**src/sv/lat_pkg.sv**
```systemverilog
// Shared constants and field layouts of the logic-analyser trigger capture block.
package lat_pkg;

  localparam int TIME_W     = 64;
  localparam int LEV_W      = 8;
  localparam int CH_W       = 3;
  localparam int FUNC_W     = 2;
  localparam int ENTRY_W    = TIME_W + LEV_W;
  localparam int CFG_W      = 24;
  localparam int CFG_IDX_W  = 3;
  localparam int CNT_W      = 24;

  localparam int IN_TDATA_W  = 80;
  localparam int OUT_TDATA_W = 72;
  localparam int OUT_TUSER_W = 3;

  localparam int RING_DEPTH_DEF = 32;
  localparam int CHANNELS       = 8;
  localparam logic [LEV_W-1:0] CHAN_MASK = LEV_W'((9'd1 << CHANNELS) - 9'd1);

  localparam logic [CFG_IDX_W-1:0] REG_TRIG_TYPE  = 3'd0;
  localparam logic [CFG_IDX_W-1:0] REG_TRIG_CHAN  = 3'd1;
  localparam logic [CFG_IDX_W-1:0] REG_COND_EN    = 3'd2;
  localparam logic [CFG_IDX_W-1:0] REG_COND_CHAN  = 3'd3;
  localparam logic [CFG_IDX_W-1:0] REG_COND_LEVEL = 3'd4;
  localparam logic [CFG_IDX_W-1:0] REG_POST_LIMIT = 3'd5;

  localparam logic [FUNC_W-1:0] FUNC_START = 2'd0;
  localparam logic [FUNC_W-1:0] FUNC_EVENT = 2'd1;
  localparam logic [FUNC_W-1:0] FUNC_STOP  = 2'd2;

  localparam logic [1:0] TRIG_NONE    = 2'd0;
  localparam logic [1:0] TRIG_RISING  = 2'd1;
  localparam logic [1:0] TRIG_FALLING = 2'd2;
  localparam logic [1:0] TRIG_ANY     = 2'd3;

  localparam logic [1:0] LEVEL_LOW     = 2'd0;
  localparam logic [1:0] LEVEL_HIGH    = 2'd1;
  localparam logic [1:0] LEVEL_UNKNOWN = 2'd2;

  localparam logic [CNT_W-1:0] COUNT_MAX = 24'hFFFFFF;

  localparam int TUSER_PRE  = 0;
  localparam int TUSER_TRIG = 1;
  localparam int TUSER_DONE = 2;

endpackage

```
**src/sv/lat_cell.sv**
```systemverilog
// One stage of the pre-trigger shift chain, holding a single timestamped record.
module lat_cell #(
  parameter int WIDTH = lat_pkg::ENTRY_W
) (
  input  logic             clk,
  input  logic             shift,
  input  logic [WIDTH-1:0] d,
  output logic [WIDTH-1:0] q
);

  logic [WIDTH-1:0] entry;

  always_ff @(posedge clk) begin
    if (shift) begin
      entry <= d;
    end
  end

  assign q = entry;

endmodule

```
**src/sv/logic_analyzer_trigger_capture_top.sv**
```systemverilog
// Top level of the logic-analyser trigger capture block with its pre-trigger chain.
//
//  Channel  Direction  Transfer when              Payload
//  s_*      in         s_tvalid && s_tready       command, channel, timestamp, levels
//  m_*      out        m_tvalid && m_tready       record timestamp, levels, flags
//  cfg_*    in         cfg_we                     register index and value
//
// An event accepted after the trigger, before the post-trigger limit halts capture, puts
// its record into the output register.
// A stop after the trigger with records in the ring walks the shift chain through all
// RING_DEPTH stages, one stage per cycle while the output is not stalled, and emits the
// stored records oldest first in the last fill steps of that walk.
// A stalled output holds the block, and no command is taken during the flush walk.
// Reset is synchronous; the record chain itself is not cleared.
module logic_analyzer_trigger_capture_top #(
  parameter int RING_DEPTH = lat_pkg::RING_DEPTH_DEF
) (
  input  logic                             clk,
  input  logic                             rst,
  input  logic                             s_tvalid,
  output logic                             s_tready,
  // event_channel [2:0], event_time [66:3], channel_levels [74:67], zero fill above
  input  logic [lat_pkg::IN_TDATA_W-1:0]   s_tdata,
  // func [1:0]
  input  logic [lat_pkg::FUNC_W-1:0]       s_tuser,
  output logic                             m_tvalid,
  input  logic                             m_tready,
  // record_time [63:0], record_levels [71:64]
  output logic [lat_pkg::OUT_TDATA_W-1:0]  m_tdata,
  // from_pretrigger [0], triggered_flag [1], done_flag [2]
  output logic [lat_pkg::OUT_TUSER_W-1:0]  m_tuser,
  output logic                             m_tlast,
  input  logic                             cfg_we,
  input  logic [lat_pkg::CFG_IDX_W-1:0]    cfg_index,
  input  logic [lat_pkg::CFG_W-1:0]        cfg_data
);

  localparam int FILL_W = $clog2(RING_DEPTH + 1);
  localparam logic ST_IDLE  = 1'b0;
  localparam logic ST_FLUSH = 1'b1;

  logic [1:0]                 trig_type;
  logic [lat_pkg::CH_W-1:0]   trig_chan;
  logic                       cond_en;
  logic [lat_pkg::CH_W-1:0]   cond_chan;
  logic                       cond_match;
  logic [lat_pkg::CNT_W-1:0]  post_limit;

  logic                       state;
  logic                       capturing;
  logic                       fired;
  logic                       finished;
  logic                       halted;
  logic [1:0]                 prev_level;
  logic [FILL_W-1:0]          fill;
  logic [FILL_W-1:0]          step;
  logic [lat_pkg::CNT_W-1:0]  post_count;

  logic                                oval;
  logic [lat_pkg::OUT_TDATA_W-1:0]     odata;
  logic [lat_pkg::OUT_TUSER_W-1:0]     ouser;
  logic                                olast;

  logic [lat_pkg::FUNC_W-1:0] func;
  logic [lat_pkg::CH_W-1:0]   ev_chan;
  logic [lat_pkg::TIME_W-1:0] ev_time;
  logic [lat_pkg::LEV_W-1:0]  ev_lev;
  logic                       out_free;
  logic                       accept;
  logic                       ev_live;
  logic                       store;
  logic                       post_emit;
  logic                       flush_step;
  logic                       flush_emit;
  logic                       flush_end;
  logic                       cur;
  logic                       edge_hit;
  logic                       cond_ok;
  logic [lat_pkg::CNT_W-1:0]  post_count_next;
  logic                       shift;
  logic [lat_pkg::ENTRY_W-1:0] chain_q [RING_DEPTH];

  assign func    = s_tuser;
  assign ev_chan = s_tdata[2:0];
  assign ev_time = s_tdata[66:3];
  assign ev_lev  = s_tdata[74:67] & lat_pkg::CHAN_MASK;

  assign out_free = !oval || m_tready;
  assign s_tready = (state == ST_IDLE) && out_free;
  assign accept   = s_tvalid && s_tready;

  assign ev_live   = accept && (func == lat_pkg::FUNC_EVENT) && capturing && !halted
                     && (32'(ev_chan) < lat_pkg::CHANNELS);
  assign store     = ev_live && !fired;
  assign post_emit = ev_live && fired;

  assign cur      = ev_lev[ev_chan];
  assign edge_hit = ((trig_type == lat_pkg::TRIG_RISING) && cur
                     && (prev_level == lat_pkg::LEVEL_LOW))
                 || ((trig_type == lat_pkg::TRIG_FALLING) && !cur
                     && (prev_level == lat_pkg::LEVEL_HIGH))
                 || ((trig_type == lat_pkg::TRIG_ANY) && ({1'b0, cur} != prev_level));
  assign cond_ok  = !cond_en || (ev_lev[cond_chan] == cond_match);

  assign post_count_next = (post_count == lat_pkg::COUNT_MAX) ? post_count
                                                                : post_count + 1'b1;

  assign flush_step = (state == ST_FLUSH) && out_free;
  assign flush_emit = ({1'b0, step} + {1'b0, fill}) >= (FILL_W + 1)'(RING_DEPTH);
  assign flush_end  = step == FILL_W'(RING_DEPTH - 1);

  assign shift = store || flush_step;

  for (genvar i = 0; i < RING_DEPTH; i++) begin : g_chain
    if (i == 0) begin : g_head
      lat_cell #(.WIDTH(lat_pkg::ENTRY_W)) u_cell (
        .clk   (clk),
        .shift (shift),
        .d     ({ev_lev, ev_time}),
        .q     (chain_q[i])
      );
    end else begin : g_body
      lat_cell #(.WIDTH(lat_pkg::ENTRY_W)) u_cell (
        .clk   (clk),
        .shift (shift),
        .d     (chain_q[i-1]),
        .q     (chain_q[i])
      );
    end
  end

  always_ff @(posedge clk) begin
    if (rst) begin
      trig_type  <= lat_pkg::TRIG_NONE;
      trig_chan  <= '0;
      cond_en    <= 1'b0;
      cond_chan  <= '0;
      cond_match <= 1'b0;
      post_limit <= '0;
    end else if (cfg_we) begin
      case (cfg_index)
        lat_pkg::REG_TRIG_TYPE:  trig_type  <= cfg_data[1:0];
        lat_pkg::REG_TRIG_CHAN:  trig_chan  <= cfg_data[2:0];
        lat_pkg::REG_COND_EN:    cond_en    <= cfg_data[0];
        lat_pkg::REG_COND_CHAN:  cond_chan  <= cfg_data[2:0];
        lat_pkg::REG_COND_LEVEL: cond_match <= cfg_data[0];
        lat_pkg::REG_POST_LIMIT: post_limit <= cfg_data;
        default: ;
      endcase
    end
  end

  always_ff @(posedge clk) begin
    if (rst) begin
      state      <= ST_IDLE;
      capturing  <= 1'b0;
      fired      <= 1'b0;
      finished   <= 1'b0;
      halted     <= 1'b0;
      prev_level <= lat_pkg::LEVEL_UNKNOWN;
      fill       <= '0;
      step       <= '0;
      post_count <= '0;
      oval       <= 1'b0;
    end else begin
      if (out_free) begin
        oval <= post_emit || (flush_step && flush_emit);
      end
      if (accept) begin
        case (func)
          lat_pkg::FUNC_START: begin
            capturing  <= 1'b1;
            fired      <= (trig_type == lat_pkg::TRIG_NONE);
            finished   <= (trig_type == lat_pkg::TRIG_NONE);
            halted     <= 1'b0;
            prev_level <= lat_pkg::LEVEL_UNKNOWN;
            fill       <= '0;
            post_count <= '0;
          end
          lat_pkg::FUNC_EVENT: begin
            if (store) begin
              if (fill != FILL_W'(RING_DEPTH)) begin
                fill <= fill + 1'b1;
              end
              if (ev_chan == trig_chan) begin
                prev_level <= {1'b0, cur};
                if (edge_hit && cond_ok) begin
                  fired      <= 1'b1;
                  post_count <= '0;
                end
              end
            end else if (post_emit) begin
              post_count <= post_count_next;
              if (post_count_next >= post_limit) begin
                finished <= 1'b1;
                halted   <= 1'b1;
              end
            end
          end
          lat_pkg::FUNC_STOP: begin
            if (capturing) begin
              capturing <= 1'b0;
              if (fired && (fill != '0)) begin
                state <= ST_FLUSH;
                step  <= '0;
              end
            end
          end
          default: ;
        endcase
      end
      if (flush_step) begin
        step <= step + 1'b1;
        if (flush_end) begin
          state <= ST_IDLE;
        end
      end
    end
  end

  always_ff @(posedge clk) begin
    if (post_emit && out_free) begin
      odata                      <= {ev_lev, ev_time};
      olast                      <= 1'b1;
      ouser[lat_pkg::TUSER_PRE]  <= 1'b0;
      ouser[lat_pkg::TUSER_TRIG] <= 1'b1;
      ouser[lat_pkg::TUSER_DONE] <= finished || (post_count_next >= post_limit);
    end else if (flush_step) begin
      odata                      <= chain_q[RING_DEPTH-1];
      olast                      <= flush_end;
      ouser[lat_pkg::TUSER_PRE]  <= 1'b1;
      ouser[lat_pkg::TUSER_TRIG] <= fired;
      ouser[lat_pkg::TUSER_DONE] <= finished;
    end
  end

  assign m_tvalid = oval;
  assign m_tdata  = odata;
  assign m_tuser  = ouser;
  assign m_tlast  = olast;

endmodule

```
**config.mk**
```make
export PLATFORM = sky130hd
export DESIGN_NAME = logic_analyzer_trigger_capture_top
export DESIGN_NICKNAME = d
export VERILOG_FILES = /design/src/sv/lat_pkg.sv /design/src/sv/lat_cell.sv /design/src/sv/logic_analyzer_trigger_capture_top.sv
export SDC_FILE = /design/constraint.sdc
export NUM_CORES = 2
export LEC_CHECK = 0
export BUFFER_PORTS_ARGS = -buffer_cell sky130_fd_sc_hd__buf_2
export CAP_MARGIN = 5
export CORE_MARGIN = 10
export CORE_UTILIZATION = 55
export CTS_BUF_LIST = sky130_fd_sc_hd__clkbuf_2 sky130_fd_sc_hd__clkbuf_4 sky130_fd_sc_hd__clkbuf_8
export DETAILED_ROUTE_END_ITERATION = 16
export GPL_ROUTABILITY_DRIVEN = 0
export PLACE_DENSITY = 0.72
export SYNTH_ARGS = -nofsm -noshare
export SYNTH_HDL_FRONTEND = slang
export SYNTH_SLANG_ARGS = --single-unit
```
**constraint.sdc**
```tcl
create_clock -name clk -period 66.1 [get_ports clk]
set_clock_uncertainty 0.15 [all_clocks]
set_input_delay 3.305 -clock clk [delete_from_list [all_inputs] [get_ports clk]]
set_output_delay 3.305 -clock clk [all_outputs]
set_load 0.005 [all_outputs]
```
==> run summary <==
TIMING
------------------------------------------------------------------------------------
Setup total negative slack                                                      0 ns
Post-layout worst setup margin                                              54.77 ns
Final Critical Period                                                       11.33 ns
Final setup viols                                                                  0
Slew Limit Headroom                                                            20.3%
Worst-Margin Slew                                                            1.20 ns
Peak clock frequency supported by timing                                  0.0882 GHz
Unrepaired setup endpoints after global routing                                   no
Final critical-path share of the clock period                                  17.1%
Max-slew violation total from the final report                                     0
Final Hold Viols                                                                   0

SYNTHESIS
------------------------------------------------------------------------------------
Synthesized area                                                         77,200 um^2
Top post-synthesis cells by area                                        edfxtp_1 (92%), dfxtp_1 (2.1%), nand2_1 (1.5%)
Share of cell area taken by muxes after synthesis                             0.313%
Xor and xnor fraction of the mapped netlist area                              0.327%
Yosys reg bits                                                                 2,458
Synthesized-area fraction occupied by ao, oa, aoi and oai cells                1.20%
Most frequently used flop master after synthesis                            edfxtp_1
Fraction of the mapped netlist area in simple logic gates                      2.58%
Share of flip-flops with an asynchronous set or reset after synthesis             0%
Proportion of netlist area held by the largest area contributor                92.5%
Mean area per synthesized cell                                             24.0 um^2
Post-synth cell types                                                             64
EDFF count, synth                                                              2,377
Post-synth top cells                                                    edfxtp_1 (2,377), nand2_1 (306), dfxtp_1 (81)
Synthesized netlist cell count                                                 3,216
Total nets after synthesis                                                     3,365
Sequential area share after synthesis                                          94.6%
Synth area leader                                                           edfxtp_1
Main combinational cell family by area after synthesis                  simple AND/OR/NAND/NOR gates
Area share of fa/ha/maj cells after synthesis                                 0.577%
Most common cell in the netlist                                             edfxtp_1
Count of warnings emitted by yosys                                                 0

GLOBAL ROUTING
------------------------------------------------------------------------------------
Global Route Usage Sum                                                         13.6%
Via count of the first global-routing pass                                    29,600
Pin count of the biggest net entering global routing                             239
Total congestion overflow                                                          0
Global-route wire length before repair                                        167 mm
Antenna violations before repair                                                   6

PLACED DESIGN
------------------------------------------------------------------------------------
Placed cell area                                                         80,600 um^2
Detailed-placement wirelength estimate                                       54.2 mm
Worst-case setup slack after placement                                      53.70 ns
Port buffer count                                                                186

FINISH
------------------------------------------------------------------------------------
P&R area growth vs syn                                                         13.6%
Fin nets                                                                       3,914
Number of filler instances in the final layout                                 9,119
Fraction of final layout cells sized beyond drive strength 1                   19.9%
Area of all placed cells without fillers                                 87,700 um^2

FLOORPLAN
------------------------------------------------------------------------------------
Die boundary height                                                           395 um
Boundary pin count                                                               192
Rows                                                                             137
Area of the placeable core                                              140,000 um^2
Die width                                                                     395 um
Initial core utilization                                                       55.3%
Die Area                                                                156,000 um^2

PWR
------------------------------------------------------------------------------------
Cell Pwr Density                                                        33.1 nW/um^2
Leakage power total                                                          28.5 nW
Worst IR drop on VDD                                                         34.2 uV

FLOW RUN
------------------------------------------------------------------------------------
Count of maximum capacitance violations                                            0

CTS
------------------------------------------------------------------------------------
Clock root buffer master                                                    clkbuf_8
Clock latency at the later pin of the worst-skew pair                        0.96 ns
Reg clk slew, reported paths                                                 0.06 ns
Hold_buf cts                                                                       0
CTS resizes                                                                        0
Clock tree from TritonCTS                                                       done
# H-tree levels                                                                    5
Clock buffers created by TritonCTS                                               378
Max clock buf depth                                                                4
Post CTS Setup Buffer Count                                                        0
Clk sinks                                                                      2,458

ROUTING
------------------------------------------------------------------------------------
Routed WL per cell                                                           18.0 um
Vias                                                                          29,800
Via density                                                                     5.04
Routed Wire Length                                                            106 mm
Number of design rule violations left after detail routing                         0
Count of TritonRoute iterations in the first routing pass                          5
Drt initial violations                                                         2,477
Number of nets still failing antenna checks after routing                          0

WORST SETUP PATH
------------------------------------------------------------------------------------
Top Family by Delay on Critical Path                                    buffers and inverters
Startpoint class of the critical path                                     input port
Crit path buffers/inverters                                                        8
Data arrival time of the critical path                                      11.72 ns
Maximum fanout along the worst path                                              238
Worst Setup End Kind                                                            flop
Setup CP Type                                                           input port to flop
Required time of the critical path                                          66.48 ns
Critical Path Most Common Cell                                                 buf_4
Worst stage delay on the critical path                                       0.96 ns
Crit. path cell count                                                             12
CP max-delay cell                                                              buf_4
Cell count of the worst reg-to-reg path                                           11
Series of cell instances along the critical path                        buf_2, nor2b_1, nand4_1, nand2b_1, nand2_4, buf_4, buf_4, buf_4, buf_4, buf_4, buf_4, buf_12

RUN STATUS
------------------------------------------------------------------------------------
Status                                                                  finished clean

HOLD PATH
------------------------------------------------------------------------------------
Number of cells traversed by the worst hold path                                   0
Worst min path class                                                    flop to flop

[through the flow]
step | utilization (%) | total power (W) | hold slack (ns) | cells
global route | 62.8 | 0.00302 | 0.227 | 5918
finish | 62.8 | 0.00290 | 0.213 | 5918
global placement | 57.7 | 0.00175 | 0.250 | 5260
detailed placement | 57.7 | 0.00175 | 0.255 | 5260
floorplan | - | 0.00177 | 0.250 | 3216
CTS | 62.8 | 0.00294 | 0.209 | 5916
[kinds of logic (layout without fill, tap and decap cells)]
logic type,count (synthesis),count (layout)
flops,2458,2458
fa+ha+maj,35,35
simple gates,455,455
mux,19,19
xor+xnor,28,28
other cells,0,1
compound gates,141,141
buf+inv,80,905
[final timing paths]
kind | start | slack [ns] | to
min reg2reg | g_chain[25].g_body.u_cell.q[22]$_DFFE_PP_ | 0.21 | g_chain[26].g_body.u_cell.q[22]$_DFFE_PP_
min | g_chain[25].g_body.u_cell.q[22]$_DFFE_PP_ | 0.21 | g_chain[26].g_body.u_cell.q[22]$_DFFE_PP_
max reg2reg | state$_SDFF_PP0_ | 57.13 | g_chain[3].g_body.u_cell.q[26]$_DFFE_PP_
max | s_tuser[0] | 54.77 | g_chain[3].g_body.u_cell.q[26]$_DFFE_PP_
[where the power goes]
group | internal [W] | total, W | switching, W
logic | 0.00000491 | 0.0000177 | 0.0000127
clock network | 0.000645 | 0.00119 | 0.000540
registers | 0.00170 | 0.00170 | 0.00000235
total | 0.00234 | 0.00290 | 0.000555
[worst register-to-register path: stages, from the launching register on]
cell	delay, ns
dfxtp_1	0.36
nor2b_1	0.29
nand4_1	0.30
nand2b_1	0.35
nand2_4	0.83
buf_4	0.98
buf_4	0.78
buf_4	0.79
buf_4	0.90
buf_4	0.88
buf_4	0.87
buf_12	0.90
[routing by layer]
layer / global-route usage [%] / up-vias / share of wire [%]
li1: - / 13800 / -
met1: 21.4 / 15000 / 49
met2: 18.2 / 742 / 43
met3: 3.15 / 259 / 5.0
met4: 6.01 / 0 / 3.0
met5: 0 / - / 0
[area by class of cell]
cell class,count,area [um^2],share of cell area (%)
well taps,1876,2350,2.68
repair buffers,212,1190,1.36
inverters,37,139,0.158
flip-flops and latches,2458,73000,83.3
multi-input cells,678,3880,4.43
clock buffers,509,6230,7.10
clock inverters,147,891,1.02
diodes,1,2.50,0.00285
[sequential cells by signal, indices dropped and copies added, names as in the netlist, 2 cells and up]
signal / cells
m_tuser: 3
cond_chan: 3
post_count: 24
g_chain.g_body.u_cell.q: 2232
post_limit: 24
step: 6
m_tdata: 72
trig_type: 2
g_chain.g_head.u_cell.q: 72
trig_chan: 3
fill: 6
prev_level: 2
[layout by cell type, fill, tap and decap left out, types with 16 or more instances in the layout]
cell	n
edfxtp_1	2377
clkbuf_8	385
nand2_1	304
buf_2	186
clkbuf_4	124
clkinv_1	88
dfxtp_1	81
a21oi_1	57
nor2_1	45
clkinv_2	38
inv_1	37
ha_1	34
nand3_1	22
buf_4	20
xnor2_1	19
a311oi_1	16
(Power assumes the default switching activity.)
